==> config.mk <==
export PLATFORM = sky130hd
export DESIGN_NAME = source_text_tokenizer_core
export DESIGN_NICKNAME = d
export VERILOG_FILES = /design/src/hw/rtl/stt_pkg.sv /design/src/hw/rtl/stt_lexer.sv /design/src/hw/rtl/stt_result_queue.sv /design/src/hw/rtl/source_text_tokenizer_core.sv
export SDC_FILE = /design/constraint.sdc
export NUM_CORES = 1
export LEC_CHECK = 0
export BUFFER_PORTS_ARGS = -buffer_cell sky130_fd_sc_hd__buf_2
export CAP_MARGIN = 40
export CELL_PAD_IN_SITES_DETAIL_PLACEMENT = 2
export CELL_PAD_IN_SITES_GLOBAL_PLACEMENT = 2
export CORE_UTILIZATION = 30
export CTS_CLUSTER_DIAMETER = 150
export CTS_CLUSTER_SIZE = 16
export DETAILED_ROUTE_END_ITERATION = 6
export PLACE_DENSITY_LB_ADDON = 0.1
export SKIP_CTS_REPAIR_TIMING = 1
export SYNTH_ARGS = -nofsm -noshare
export SYNTH_HDL_FRONTEND = slang
export SYNTH_SLANG_ARGS = --single-unit
export TNS_END_PERCENT = 1
==> constraint.sdc <==
create_clock -name clk -period 6.83 [get_ports clk]
set_clock_uncertainty 0.05 [all_clocks]
set_input_delay 0 -clock clk [delete_from_list [all_inputs] [get_ports clk]]
set_output_delay 0 -clock clk [all_outputs]
set_load 0.005 [all_outputs]
==> src/hw/rtl/stt_pkg.sv <==
// shared types, codes and keyword tables for the source text tokenizer
package stt_pkg;

    localparam int MAX_TOKEN_LEN_DEF = 127;
    localparam int POSITION_BITS_DEF = 16;

    // result queue depth, room for two results per accepted item
    localparam int QUEUE_DEPTH = 4;

    localparam int KW_COUNT = 7;
    localparam int KW_CHARS = 8;
    localparam logic [KW_COUNT-1:0] KW_ALL = '1;

    localparam logic [2:0] KIND_KEYWORD = 3'd0;
    localparam logic [2:0] KIND_IDENT   = 3'd1;
    localparam logic [2:0] KIND_NUMBER  = 3'd2;
    localparam logic [2:0] KIND_OPER    = 3'd3;
    localparam logic [2:0] KIND_DELIM   = 3'd4;
    localparam logic [2:0] KIND_UNKNOWN = 3'd5;

    typedef enum logic [4:0] {
        MODE_START  = 5'b00001,
        MODE_IDENT  = 5'b00010,
        MODE_NUMBER = 5'b00100,
        MODE_OPER   = 5'b01000,
        MODE_DELIM  = 5'b10000
    } mode_t;

    // keyword lengths and text: if else while return int float void
    localparam logic [2:0] KW_LEN [KW_COUNT] = '{3'd2, 3'd4, 3'd5, 3'd6, 3'd3, 3'd5, 3'd4};
    localparam logic [7:0] KW_TEXT [KW_COUNT][KW_CHARS] = '{
        '{"i", "f", 8'h00, 8'h00, 8'h00, 8'h00, 8'h00, 8'h00},
        '{"e", "l", "s", "e", 8'h00, 8'h00, 8'h00, 8'h00},
        '{"w", "h", "i", "l", "e", 8'h00, 8'h00, 8'h00},
        '{"r", "e", "t", "u", "r", "n", 8'h00, 8'h00},
        '{"i", "n", "t", 8'h00, 8'h00, 8'h00, 8'h00, 8'h00},
        '{"f", "l", "o", "a", "t", 8'h00, 8'h00, 8'h00},
        '{"v", "o", "i", "d", 8'h00, 8'h00, 8'h00, 8'h00}
    };

    typedef struct packed {
        logic [2:0]  kind;
        logic [15:0] start;
        logic [6:0]  length;
        logic        ovf;
        logic        last;
    } token_t;

    // results caused by one item, in order
    typedef struct packed {
        logic [1:0] count;
        token_t     first;
        token_t     second;
    } step_out_t;

    // keywords still matching after character c at token position p
    function automatic logic [KW_COUNT-1:0] kw_keep(input logic [7:0] c,
                                                   input logic [2:0] p,
                                                   input logic p_ok);
        logic [KW_COUNT-1:0] m;
        m = '0;
        for (int k = 0; k < KW_COUNT; k++)
        begin
            m[k] = p_ok && (p < KW_LEN[k]) && (KW_TEXT[k][p] == c);
        end
        return m;
    endfunction

endpackage

==> src/hw/rtl/stt_lexer.sv <==
// lexer state and per-byte token classification
module stt_lexer #(
    parameter int MAX_TOKEN_LEN = stt_pkg::MAX_TOKEN_LEN_DEF,
    parameter int POSITION_BITS = stt_pkg::POSITION_BITS_DEF
) (
    input  logic               clk,
    input  logic               rst_n,
    input  logic               accept,
    input  logic [7:0]         char_in,
    input  logic               end_of_text,
    output stt_pkg::step_out_t step
);
    import stt_pkg::*;

    localparam int LEN_W = $clog2(MAX_TOKEN_LEN + 1);

    mode_t                  mode_reg, mode_next;
    logic [POSITION_BITS-1:0] start_reg, start_next;
    logic [LEN_W-1:0]       len_reg, len_next;
    logic                   ovf_reg, ovf_next;
    logic [KW_COUNT-1:0]    cand_reg, cand_next;
    logic [POSITION_BITS-1:0] pos_reg, pos_next;

    function automatic logic [2:0] kind_of(input mode_t m, input logic kw);
        logic [2:0] k;
        case (m)
            MODE_IDENT:  k = kw ? KIND_KEYWORD : KIND_IDENT;
            MODE_NUMBER: k = KIND_NUMBER;
            MODE_OPER:   k = KIND_OPER;
            MODE_DELIM:  k = KIND_DELIM;
            default:     k = KIND_UNKNOWN;
        endcase
        return k;
    endfunction

    function automatic logic kw_hit(input logic [KW_COUNT-1:0] cand,
                                    input logic [LEN_W-1:0] len, input logic ovf);
        logic hit;
        hit = 1'b0;
        for (int k = 0; k < KW_COUNT; k++)
        begin
            if (cand[k] && (32'(len) == 32'(KW_LEN[k])))
                hit = 1'b1;
        end
        return hit && !ovf;
    endfunction

    logic is_alpha, is_digit, is_space, is_oper, is_delim;
    logic cont, flush_old, has_unk, has_fin, p_ok;
    mode_t                  mode_post;
    logic [POSITION_BITS-1:0] start_post;
    logic [LEN_W-1:0]       len_post;
    logic                   ovf_post;
    logic [KW_COUNT-1:0]    cand_post;
    token_t tok_old, tok_unk, tok_fin;
    step_out_t so;

    always_comb
    begin
        is_alpha = (char_in >= "a" && char_in <= "z") || (char_in >= "A" && char_in <= "Z");
        is_digit = char_in >= "0" && char_in <= "9";
        is_space = char_in == 8'd32 || (char_in >= 8'd9 && char_in <= 8'd13);
        is_oper  = char_in == "+" || char_in == "-" || char_in == "*" || char_in == "/"
                   || char_in == "=";
        is_delim = char_in == ";" || char_in == "," || char_in == "(" || char_in == ")"
                   || char_in == "{" || char_in == "}";

        cont = (mode_reg == MODE_IDENT && (is_alpha || is_digit))
               || (mode_reg == MODE_NUMBER && is_digit);
        flush_old = (mode_reg != MODE_START) && !cont;
        p_ok = 32'(len_reg) < 32'd8;

        tok_old.kind   = kind_of(mode_reg, kw_hit(cand_reg, len_reg, ovf_reg));
        tok_old.start  = 16'(start_reg);
        tok_old.length = 7'(len_reg);
        tok_old.ovf    = ovf_reg;
        tok_old.last   = 1'b0;

        tok_unk.kind   = KIND_UNKNOWN;
        tok_unk.start  = 16'(pos_reg);
        tok_unk.length = 7'd1;
        tok_unk.ovf    = 1'b0;
        tok_unk.last   = 1'b0;

        // state after this byte, before any end-of-text flush
        mode_post  = mode_reg;
        start_post = start_reg;
        len_post   = len_reg;
        ovf_post   = ovf_reg;
        cand_post  = cand_reg;
        has_unk    = 1'b0;
        if (cont)
        begin
            if (mode_reg == MODE_IDENT)
                cand_post = cand_reg & kw_keep(char_in, len_reg[2:0], p_ok);
            if (len_reg < LEN_W'(MAX_TOKEN_LEN))
                len_post = len_reg + LEN_W'(1);
            else
                ovf_post = 1'b1;
        end
        else
        begin
            mode_post  = MODE_START;
            start_post = pos_reg;
            len_post   = LEN_W'(1);
            ovf_post   = 1'b0;
            cand_post  = KW_ALL;
            if (is_alpha)
            begin
                mode_post = MODE_IDENT;
                cand_post = kw_keep(char_in, 3'd0, 1'b1);
            end
            else if (is_digit)
                mode_post = MODE_NUMBER;
            else if (is_oper)
                mode_post = MODE_OPER;
            else if (is_delim)
                mode_post = MODE_DELIM;
            else
            begin
                len_post = '0;
                has_unk  = !is_space;
            end
        end

        has_fin = end_of_text && (mode_post != MODE_START);
        tok_fin.kind   = kind_of(mode_post, kw_hit(cand_post, len_post, ovf_post));
        tok_fin.start  = 16'(start_post);
        tok_fin.length = 7'(len_post);
        tok_fin.ovf    = ovf_post;
        tok_fin.last   = 1'b0;

        // pack up to two results in order
        so.first  = tok_fin;
        so.second = tok_fin;
        so.count  = {1'b0, has_fin};
        if (flush_old)
        begin
            so.first  = tok_old;
            so.second = has_unk ? tok_unk : tok_fin;
            so.count  = (has_unk || has_fin) ? 2'd2 : 2'd1;
        end
        else if (has_unk)
        begin
            so.first = tok_unk;
            so.count = has_fin ? 2'd2 : 2'd1;
        end
        so.first.last  = so.count == 2'd1;
        so.second.last = so.count == 2'd2;
        step = so;

        if (end_of_text)
        begin
            mode_next  = MODE_START;
            start_next = '0;
            len_next   = '0;
            ovf_next   = 1'b0;
            cand_next  = KW_ALL;
            pos_next   = '0;
        end
        else
        begin
            mode_next  = mode_post;
            start_next = start_post;
            len_next   = len_post;
            ovf_next   = ovf_post;
            cand_next  = cand_post;
            pos_next   = pos_reg + POSITION_BITS'(1);
        end
    end

    always_ff @(posedge clk or negedge rst_n)
    begin
        if (!rst_n)
        begin
            mode_reg  <= MODE_START;
            start_reg <= '0;
            len_reg   <= '0;
            ovf_reg   <= 1'b0;
            cand_reg  <= KW_ALL;
            pos_reg   <= '0;
        end
        else if (accept)
        begin
            mode_reg  <= mode_next;
            start_reg <= start_next;
            len_reg   <= len_next;
            ovf_reg   <= ovf_next;
            cand_reg  <= cand_next;
            pos_reg   <= pos_next;
        end
    end

endmodule

==> src/hw/rtl/stt_result_queue.sv <==
// small result queue taking up to two results per cycle, one out per cycle
module stt_result_queue (
    input  logic               clk,
    input  logic               rst_n,
    input  logic               push,
    input  stt_pkg::step_out_t step,
    input  logic               pop,
    output logic               has_room,
    output logic               not_empty,
    output stt_pkg::token_t    head
);
    import stt_pkg::*;

    localparam int PTR_W = $clog2(QUEUE_DEPTH);
    localparam int CNT_W = $clog2(QUEUE_DEPTH + 1);

    token_t             entry_reg [QUEUE_DEPTH];
    logic [PTR_W-1:0]   wr_ptr_reg, rd_ptr_reg;
    logic [CNT_W-1:0]   count_reg, count_next;
    logic [CNT_W-1:0]   push_n;
    logic [PTR_W-1:0]   wr_ptr_1;

    assign push_n    = push ? CNT_W'(step.count) : '0;
    assign wr_ptr_1  = wr_ptr_reg + PTR_W'(1);
    assign count_next = count_reg + push_n - CNT_W'(pop);
    assign has_room  = count_reg <= CNT_W'(QUEUE_DEPTH - 2);
    assign not_empty = count_reg != '0;
    assign head      = entry_reg[rd_ptr_reg];

    always_ff @(posedge clk)
    begin
        if (push && step.count != 2'd0)
            entry_reg[wr_ptr_reg] <= step.first;
        if (push && step.count == 2'd2)
            entry_reg[wr_ptr_1] <= step.second;
    end

    always_ff @(posedge clk or negedge rst_n)
    begin
        if (!rst_n)
        begin
            wr_ptr_reg <= '0;
            rd_ptr_reg <= '0;
            count_reg  <= '0;
        end
        else
        begin
            wr_ptr_reg <= wr_ptr_reg + PTR_W'(push_n);
            if (pop)
                rd_ptr_reg <= rd_ptr_reg + PTR_W'(1);
            count_reg <= count_next;
        end
    end

endmodule

==> src/hw/rtl/source_text_tokenizer_core.sv <==
// top level of the source text tokenizer: lexer plus result queue
// a result is written into the result queue when the byte that ends it is accepted
// throughput: one byte per cycle while the queue has room; a byte causing two results fills two queue entries
// the four-entry result queue takes bytes while it has room for two results
// reset: asynchronous active low, lexer back to start, position zero, queue empty
module source_text_tokenizer_core #(
    parameter int MAX_TOKEN_LEN = stt_pkg::MAX_TOKEN_LEN_DEF,
    parameter int POSITION_BITS = stt_pkg::POSITION_BITS_DEF
) (
    input  logic        clk,
    input  logic        rst_n,
    // input bytes
    input  logic        s_tvalid,
    output logic        s_tready,
    input  logic [7:0]  s_tdata,   // [7:0] char_in
    input  logic        s_tlast,   // end_of_text
    // token results
    output logic        m_tvalid,
    input  logic        m_tready,
    output logic [23:0] m_tdata,   // [15:0] token_start, [22:16] token_length,
                                   // [23] length_overflow
    output logic [2:0]  m_tuser,   // [2:0] token_kind
    output logic        m_tlast    // last_of_run
);
    import stt_pkg::*;

    logic      in_accept;
    logic      out_accept;
    step_out_t step;
    token_t    head;

    // an item is taken whenever the queue can hold both possible results
    assign in_accept  = s_tvalid && s_tready;
    assign out_accept = m_tvalid && m_tready;

    stt_lexer #(
        .MAX_TOKEN_LEN (MAX_TOKEN_LEN),
        .POSITION_BITS (POSITION_BITS)
    ) u_lexer (
        .clk         (clk),
        .rst_n       (rst_n),
        .accept      (in_accept),
        .char_in     (s_tdata),
        .end_of_text (s_tlast),
        .step        (step)
    );

    // results wait here so input and output stall independently
    stt_result_queue u_queue (
        .clk       (clk),
        .rst_n     (rst_n),
        .push      (in_accept),
        .step      (step),
        .pop       (out_accept),
        .has_room  (s_tready),
        .not_empty (m_tvalid),
        .head      (head)
    );

    assign m_tdata = {head.ovf, head.length, head.start};
    assign m_tuser = head.kind;
    assign m_tlast = head.last;

endmodule

==> results.md, run 1 <==
- DIE HEIGHT: about 180 microns
- Logic gate share of total power: a little over two fifths
- Outcome: complete, but fails checks
- Worst-Margin Slew: approximately 0.87 ns
- Synth top area cells: edfxtp_1 (34%), dfrtp_1 (13%), mux4_2 (6.3%)
- Synth top area share: approximately 34%
- Worst Path Required: 6.91 ns
- Part of the cycle the worst path needs: 59.65%
- Routability cong.: roughly 0.80
- # diodes: 0
- Final Max Slew Viols: 0
- # IOs: 43
- Utilization after layout: 34.46%
- Slew HR: 41.57%
- Final setup fails: 0
- Clock power share: between 20 and 25%
- TritonCTS buffer count: 17
- Layout cell share with drive strength beyond 1: around a quarter
- Register bit total from synthesis: approximately 170
- Max Fclk: 0.2455 GHz
- DP HPWL: 21450 microns
- Buffers added on ports: 42
- Pin count of the biggest net entering global routing: between 40 and 50
- Top cell types by occurrence after synthesis: edfxtp_1 (112), nand2_1 (69), o21ai_0 (67)
- Post-route ant nets: 0
- Seq/Total Area, Yosys: between 40% and 50%
- Final instance area: 11270 sq um
- Clk buf depth: 2
- Mapped cell area: around 10000 sq um
- Area Overhead vs Synth: 12.46%
- Worst path arrival time: 4.15 ns
- Max reg flops: 112
- Residual DRC: 0
- Crit path kind: reg -> reg
- Final #Nets: 914
- FF-to-FF Start: u_lexer.len_reg[1]
- Main flop type after synthesis: edfxtp_1
- CP Max Fanout: 19
- Setup tns final: 0 ns
- R2R Setup Slk: 2.76 ns
- CTS tree: yes
- Async set or reset register ratio after synthesis: 34.50%
- Area post-placement: 10660 sq um
- Share of power burned in registers: 35.4%
- Max Cap Viol: 0
- Leading area contributor after synthesis: edfxtp_1
- CP Launch Type: flop
- Row cnt: 66
- CTS Sinks: 171
- Insertion delay to the later sink of the worst-skew pair: 0.43 ns
- CTS H-tree lvls: 4
- GRT overflow: 0
- Vias in the first global route: 7945
- Gr usage total: 19.52%
- Sw power: 1.698 mW
- Final Hold Violating Endpoints: 5
- Int Pwr: 2.647 mW
- Mapped Nets: around 900
- Core Area: 32700 sq um
- Final hold slack: -0.008633 ns
- Final worst path period need: roughly 4.1 ns
- Mean area per synthesized cell: 11.49 sq um
- Ys Warns: 0
- Failing checks: negative hold slack
- Yosys cell types: 88
- Root Buffer: clkbuf_16
- Most common cell in the netlist: edfxtp_1
- Drt total wl: 31720 microns
- Die ar.: ~34000 sq um
- Worst-case reg-to-reg path depth: 10
- Global-route wire length before repair: 49400 microns
- Hold Path Class: in -> async
- RSZ-0062 raised after global routing: false
- Initial Utilization: 30.64%
- Critical Path End Type: flop
- Die X: 184.8 microns
- Iter 0 DRT Violations: 368
- Clock slew at the register clock pins of the worst setup and hold paths: ~0.070 ns
- DRT Pass-1 Iters: 5
- Peak supply drop: 0.2065 mV
- Vias post-DR: 7247
- Initial antenna violation count: 0
- Post-synth EDFFs: 112
- Via/cell ratio: 5.408
- Reg2reg end: u_queue.entry_reg[1][25]
- Pwr/cell area: 385.5 nW/um^2
- Static Leakage: 4.077 nW
- Synth Instances: 872
- Wire length per cell: approximately 24 microns
- Sw Ratio: a little under 40%
routing by layer:
metal  part of all wire, %  wire, microns  vias up  global-route usage (%)
met5                     0              0        -                       0
met4                   1.7            541        0                   5.719
met3                   3.1            999       35                   3.142
met2                    49          15690       93                   32.77
met1                    46          14500     3783                   25.75
li1                      -              -     3336                       -
logic make-up after synthesis:
family	Yosys count	share of synthesized area, %
flip-flops	171	48.40
adder cells (fa/ha/maj)	16	2.073
AND/OR/NAND/NOR	249	12.77
AO/OA/AOI/OAI	216	14.92
XOR/XNOR	29	2.535
multiplexers	103	15.38
buffers and inverters	88	3.921
area by class of cell:
cell class | instances | area, sq um
Tap cell | 442 | 553.0
Clock buffer | 18 | 429.2
Sequential cell | 171 | 4851
Multi-Input combinational cell | 613 | 4818
Inverter | 22 | 82.58
Timing Repair Buffer | 60 | 377.9
Clock inverter | 14 | 157.7
Fill cell | 3479 | 21430
worst max path at each step:
stage	from	to	slack [ns]	depth (start not counted)
final	u_lexer.len_reg[1]	u_queue.entry_reg[1][25]	2.76	10
after global placement	s_tdata[3]	u_queue.entry_reg[3][14]	2.59	13
after CTS	u_lexer.len_reg[1]	u_queue.entry_reg[1][25]	2.77	10
after global routing	u_lexer.len_reg[0]	u_queue.entry_reg[3][25]	2.52	10
after floorplan	s_tdata[2]	u_queue.entry_reg[0][0]	2.08	10
after detailed placement	s_tdata[3]	u_queue.entry_reg[3][9]	2.35	13
cell usage in the layout, fill, tap and decap left out, drive strengths merged, types with 16 or more instances in the layout:
master	n
edfxtp	112
nand2	76
o21ai	68
mux2	68
nor2	61
buf	58
dfrtp	51
a21oi	38
inv	29
mux4	28
a22oi	23
nand3	21
clkbuf	18
nor3	17
xnor2	16
critical path, cell delays in order, from the launching register on:
cell      delay [ns]
dfrtp_1         0.65
inv_1           0.34
ha_1            0.63
or3b_2          0.49
a21oi_1         0.17
o21ai_0         0.13
nor4b_1         0.47
a211oi_1        0.13
a32oi_1         0.28
a32o_1          0.35
a211oi_1        0.08
power groups by stage:
| stage | Clock (mW) | Combinational [mW] | Sequential (mW) |
|---|---|---|---|
| after floorplan | 0 | 1.28 | 1.48 |
| after global placement | 0 | 1.79 | 1.55 |
| after detailed placement | 0 | 1.86 | 1.56 |
| after CTS | 1.02 | 1.87 | 1.54 |
| after global routing | 1.05 | 1.98 | 1.57 |
| final | 0.989 | 1.82 | 1.54 |
metrics by stage:
| step | setup WS [ns] | power [mW] | hold slack, ns | instances |
|---|---|---|---|---|
| final | 2.756 | 4.345 | -0.008633 | 1340 |
| after global routing | 2.518 | 4.590 | 0.01046 | 1340 |
| after CTS | 2.766 | 4.426 | -0.5638 | 1338 |
| after detailed placement | 2.353 | 3.422 | -0.09207 | 1306 |
| after global placement | 2.588 | 3.339 | 0.2090 | 1303 |
| after floorplan | 2.076 | 2.759 | -0.3456 | 872 |
No activity file was read; power rests on OpenSTA's default activity.
==> inputs of run 2 (changes only) <==
==> constraint.sdc (replaced) <==
create_clock -name clk -period 4.1 [get_ports clk]
set_clock_uncertainty 0.05 [all_clocks]
set_input_delay 0 -clock clk [delete_from_list [all_inputs] [get_ports clk]]
set_output_delay 0 -clock clk [all_outputs]
set_load 0.005 [all_outputs]
==> results.md, run 2 (synthesized netlist as in run 1, its figures left out) <==
- Global-route wire length before repair: 51150 microns (was 49400 microns)
- Final Max Slew Viols: 0 (unchanged)
- Hold Path Class: in -> async (unchanged)
- Buffers added on ports: 42 (unchanged)
- CP Max Fanout: 16 (was 19)
- GRT overflow: 0 (unchanged)
- Part of the cycle the worst path needs: 86.61%
- Crit path kind: in -> reg (was reg -> reg)
- Static Leakage: 4.221 nW (was 4.077 nW)
- Die X: 184.8 microns (unchanged)
- GR Util met1: 27.08% (was 25.75%)
- Clock slew at the register clock pins of the worst setup and hold paths: 0.07 ns (about the same)
- Final worst setup slack: 0.5490 ns (was 2.756 ns)
- CTS Sinks: 171 (unchanged)
- Via/cell ratio: 5.400 (was 5.408)
- Final Hold Violating Endpoints: 0 (was 5)
- Slew HR: 44.10% (was 41.57%)
- Pre-CTS setup slack: 0.1525 ns (was 2.353 ns)
- Most frequent CP cell: mux2_2 (was a211oi_1)
- Post-route ant nets: 0 (unchanged)
- Sw power: 2.863 mW (was 1.698 mW)
- Core Area: 32700 sq um (unchanged)
- Met3 GRT Util: 2.233% (was 3.142%)
- GR peak layer: met2 (unchanged)
- Root Buffer: clkbuf_16 (unchanged)
- TritonCTS buffer count: 17 (unchanged)
- Pin count of the biggest net entering global routing: 36 (was 49)
- Residual DRC: 0 (unchanged)
- Worst-Margin Slew: 0.8308 ns (was 0.8697 ns)
- Max Cap Viol: 0 (unchanged)
- Initial antenna violation count: 0 (unchanged)
- Int Pwr: 4.508 mW (was 2.647 mW)
- DP HPWL: 23350 microns (was 21450 microns)
- Max Fclk: 0.2816 GHz
- Routability cong.: 0.8537 (was 0.8027)
- Drt total wl: 32780 microns (was 31720 microns)
- Vias post-DR: 7376 (was 7247)
- Max reg flops: 112 (unchanged)
- Peak supply drop: 0.3168 mV (was 0.2065 mV)
- Pwr/cell area: 640.8 nW/um^2 (was 385.5 nW/um^2)
- Critical Path Max Stage Delay: 0.47 ns (was 0.65 ns)
- Row cnt: 66 (unchanged)
- CP Launch Type: primary input (was flop)
- RSZ-0062 raised after global routing: false (unchanged)
- Final worst path period need: 3.551 ns
- Sw Ratio: 38.84% (was 39.08%)
- Cell breakdown of the critical path: buf_2 -> or3_4 -> mux2_2 -> o32a_1 -> o41ai_1 -> buf_4 -> ha_1 -> nor2b_1 -> nand3_1 -> a21oi_2 -> o21bai_4 -> nand2_1 -> nand2_2 -> mux2_2 (was inv_1 -> ha_1 -> or3b_2 -> a21oi_1 -> o21ai_0 -> nor4b_1 -> a211oi_1 -> a32oi_1 -> a32o_1 -> a211oi_1)
- # IOs: 43 (unchanged)
- Commonest non-fill, non-tap cell in the layout: edfxtp_1 (unchanged)
- Insertion delay to the later sink of the worst-skew pair: 0.44 ns (was 0.43 ns)
- Worst path arrival time: 3.68 ns (was 4.15 ns)
- Iter 0 DRT Violations: 373 (was 368)
- Layout cell share with drive strength beyond 1: 27.71% (was 25.72%)
- Area post-placement: 10870 sq um (was 10660 sq um)
- Vias in the first global route: 8243 (was 7945)
- DIE HEIGHT: 184.8 microns (unchanged)
- Outcome: complete, no violations (was complete, but fails checks)
- Critical Path Slowest Stage Cell: o41ai_1 (was dfrtp_1)
- GRT met2 Usage: 33.98% (was 32.77%)
- Clk buf depth: 2 (unchanged)
- Wire length per cell: 24.00 microns (was 23.67 microns)
- Critical Path End Type: flop (unchanged)
- Most frequent cells in the layout: edfxtp_1 (112), nand2_1 (69), o21ai_0 (67), nor2_1 (61), dfrtp_1 (50) (was edfxtp_1 (112), nand2_1 (69), o21ai_0 (67), nor2_1 (60), dfrtp_1 (50))
- FF-to-FF Start: u_lexer.len_reg[5] (was u_lexer.len_reg[1])
- Logic gate share of total power: 41.4% (was 41.8%)
- Area Overhead vs Synth: 14.78% (was 12.46%)
- Share of power burned in registers: 35.3% (was 35.4%)
- Final setup fails: 0 (unchanged)
- Gr usage total: 20.14% (was 19.52%)
- CTS tree: yes (unchanged)
- CTS H-tree lvls: 4 (unchanged)
- DRT Pass-1 Iters: 4 (was 5)
- Clock power share: 23.3% (was 22.8%)
- Final instance area: 11500 sq um (was 11270 sq um)
- Worst setup startpoint: s_tdata[2] (was u_lexer.len_reg[1])
- Final #Nets: 940 (was 914)
- Die ar.: 34140 sq um (unchanged)
- # diodes: 0 (unchanged)
- Worst Path Required: 4.23 ns (was 6.91 ns)
- Initial Utilization: 30.64% (unchanged)
-- run 2: cell types whose count changed in the layout (fill, tap and decap cells not counted), sizes merged --
cell / change
buf: +26
inv: -3
clkinv: +3
clkinvlp: -2
clkbuf: +2
-- run 2: metal layers --
metal,up-vias,wire [microns]
li1,3392,-
met1,3868,15550
met2,87,15980
met3,29,713
met4,0,539
met5,-,0
-- run 2: critical path, delay by kind of cell --
| family | cells | cell delay, ns |
|---|---|---|
| compound gates | 4 | 1.07 |
| fa+ha+maj | 1 | 0.25 |
| buf+inv | 2 | 0.36 |
| mux | 2 | 0.70 |
| simple gates | 5 | 1.29 |
-- run 2: layout make-up --
cell class              instances  area, sq um
fillers                      3509        21200
flip-flops and latches        171         4851
multi-input cells             613         4816
repair buffers                 86        583.1
well taps                     442        553.0
clock buffers                  20        457.9
clock inverters                12        158.9
inverters                      22        82.58
-- run 2: stage by stage --
stage          power, mW  setup TNS, ns  util (%)  instances  hold WS (ns)
2_1_floorplan      4.596         -63.89         -        872       -0.3456
6_report           7.371              0     35.17       1366      0.008852
4_1_cts            7.493              0     35.11       1364       -0.5321
3_5_place_dp       5.761              0     33.23       1332      -0.06053
3_3_place_gp       5.630              0     33.14       1330        0.1602
5_1_grt            7.776              0     35.17       1366       0.03082
-- run 2: worst paths after layout --
kind                                                 end  slack, ns  cells after the start
min in group clk                   u_queue.wr_ptr_reg[1]       0.05                      4
worst min register to register       u_lexer.cand_reg[3]       0.43                      2
worst max-delay path            u_queue.entry_reg[3][24]       0.55                     14
worst max register to register  u_queue.entry_reg[1][25]       0.63                      8
max in group asynchronous            u_lexer.cand_reg[4]       3.03                      4
worst min-delay path                  u_lexer.len_reg[3]      0.009                      2
-- run 2: power groups by stage --
stage               registers, mW  clock network (mW)  logic, mW
finish                       2.60                1.72       3.05
global route                 2.65                1.81       3.31
CTS                          2.61                1.76       3.12
detailed placement           2.65                   0       3.12
global placement             2.62                   0       3.01
floorplan                    2.46                   0       2.13
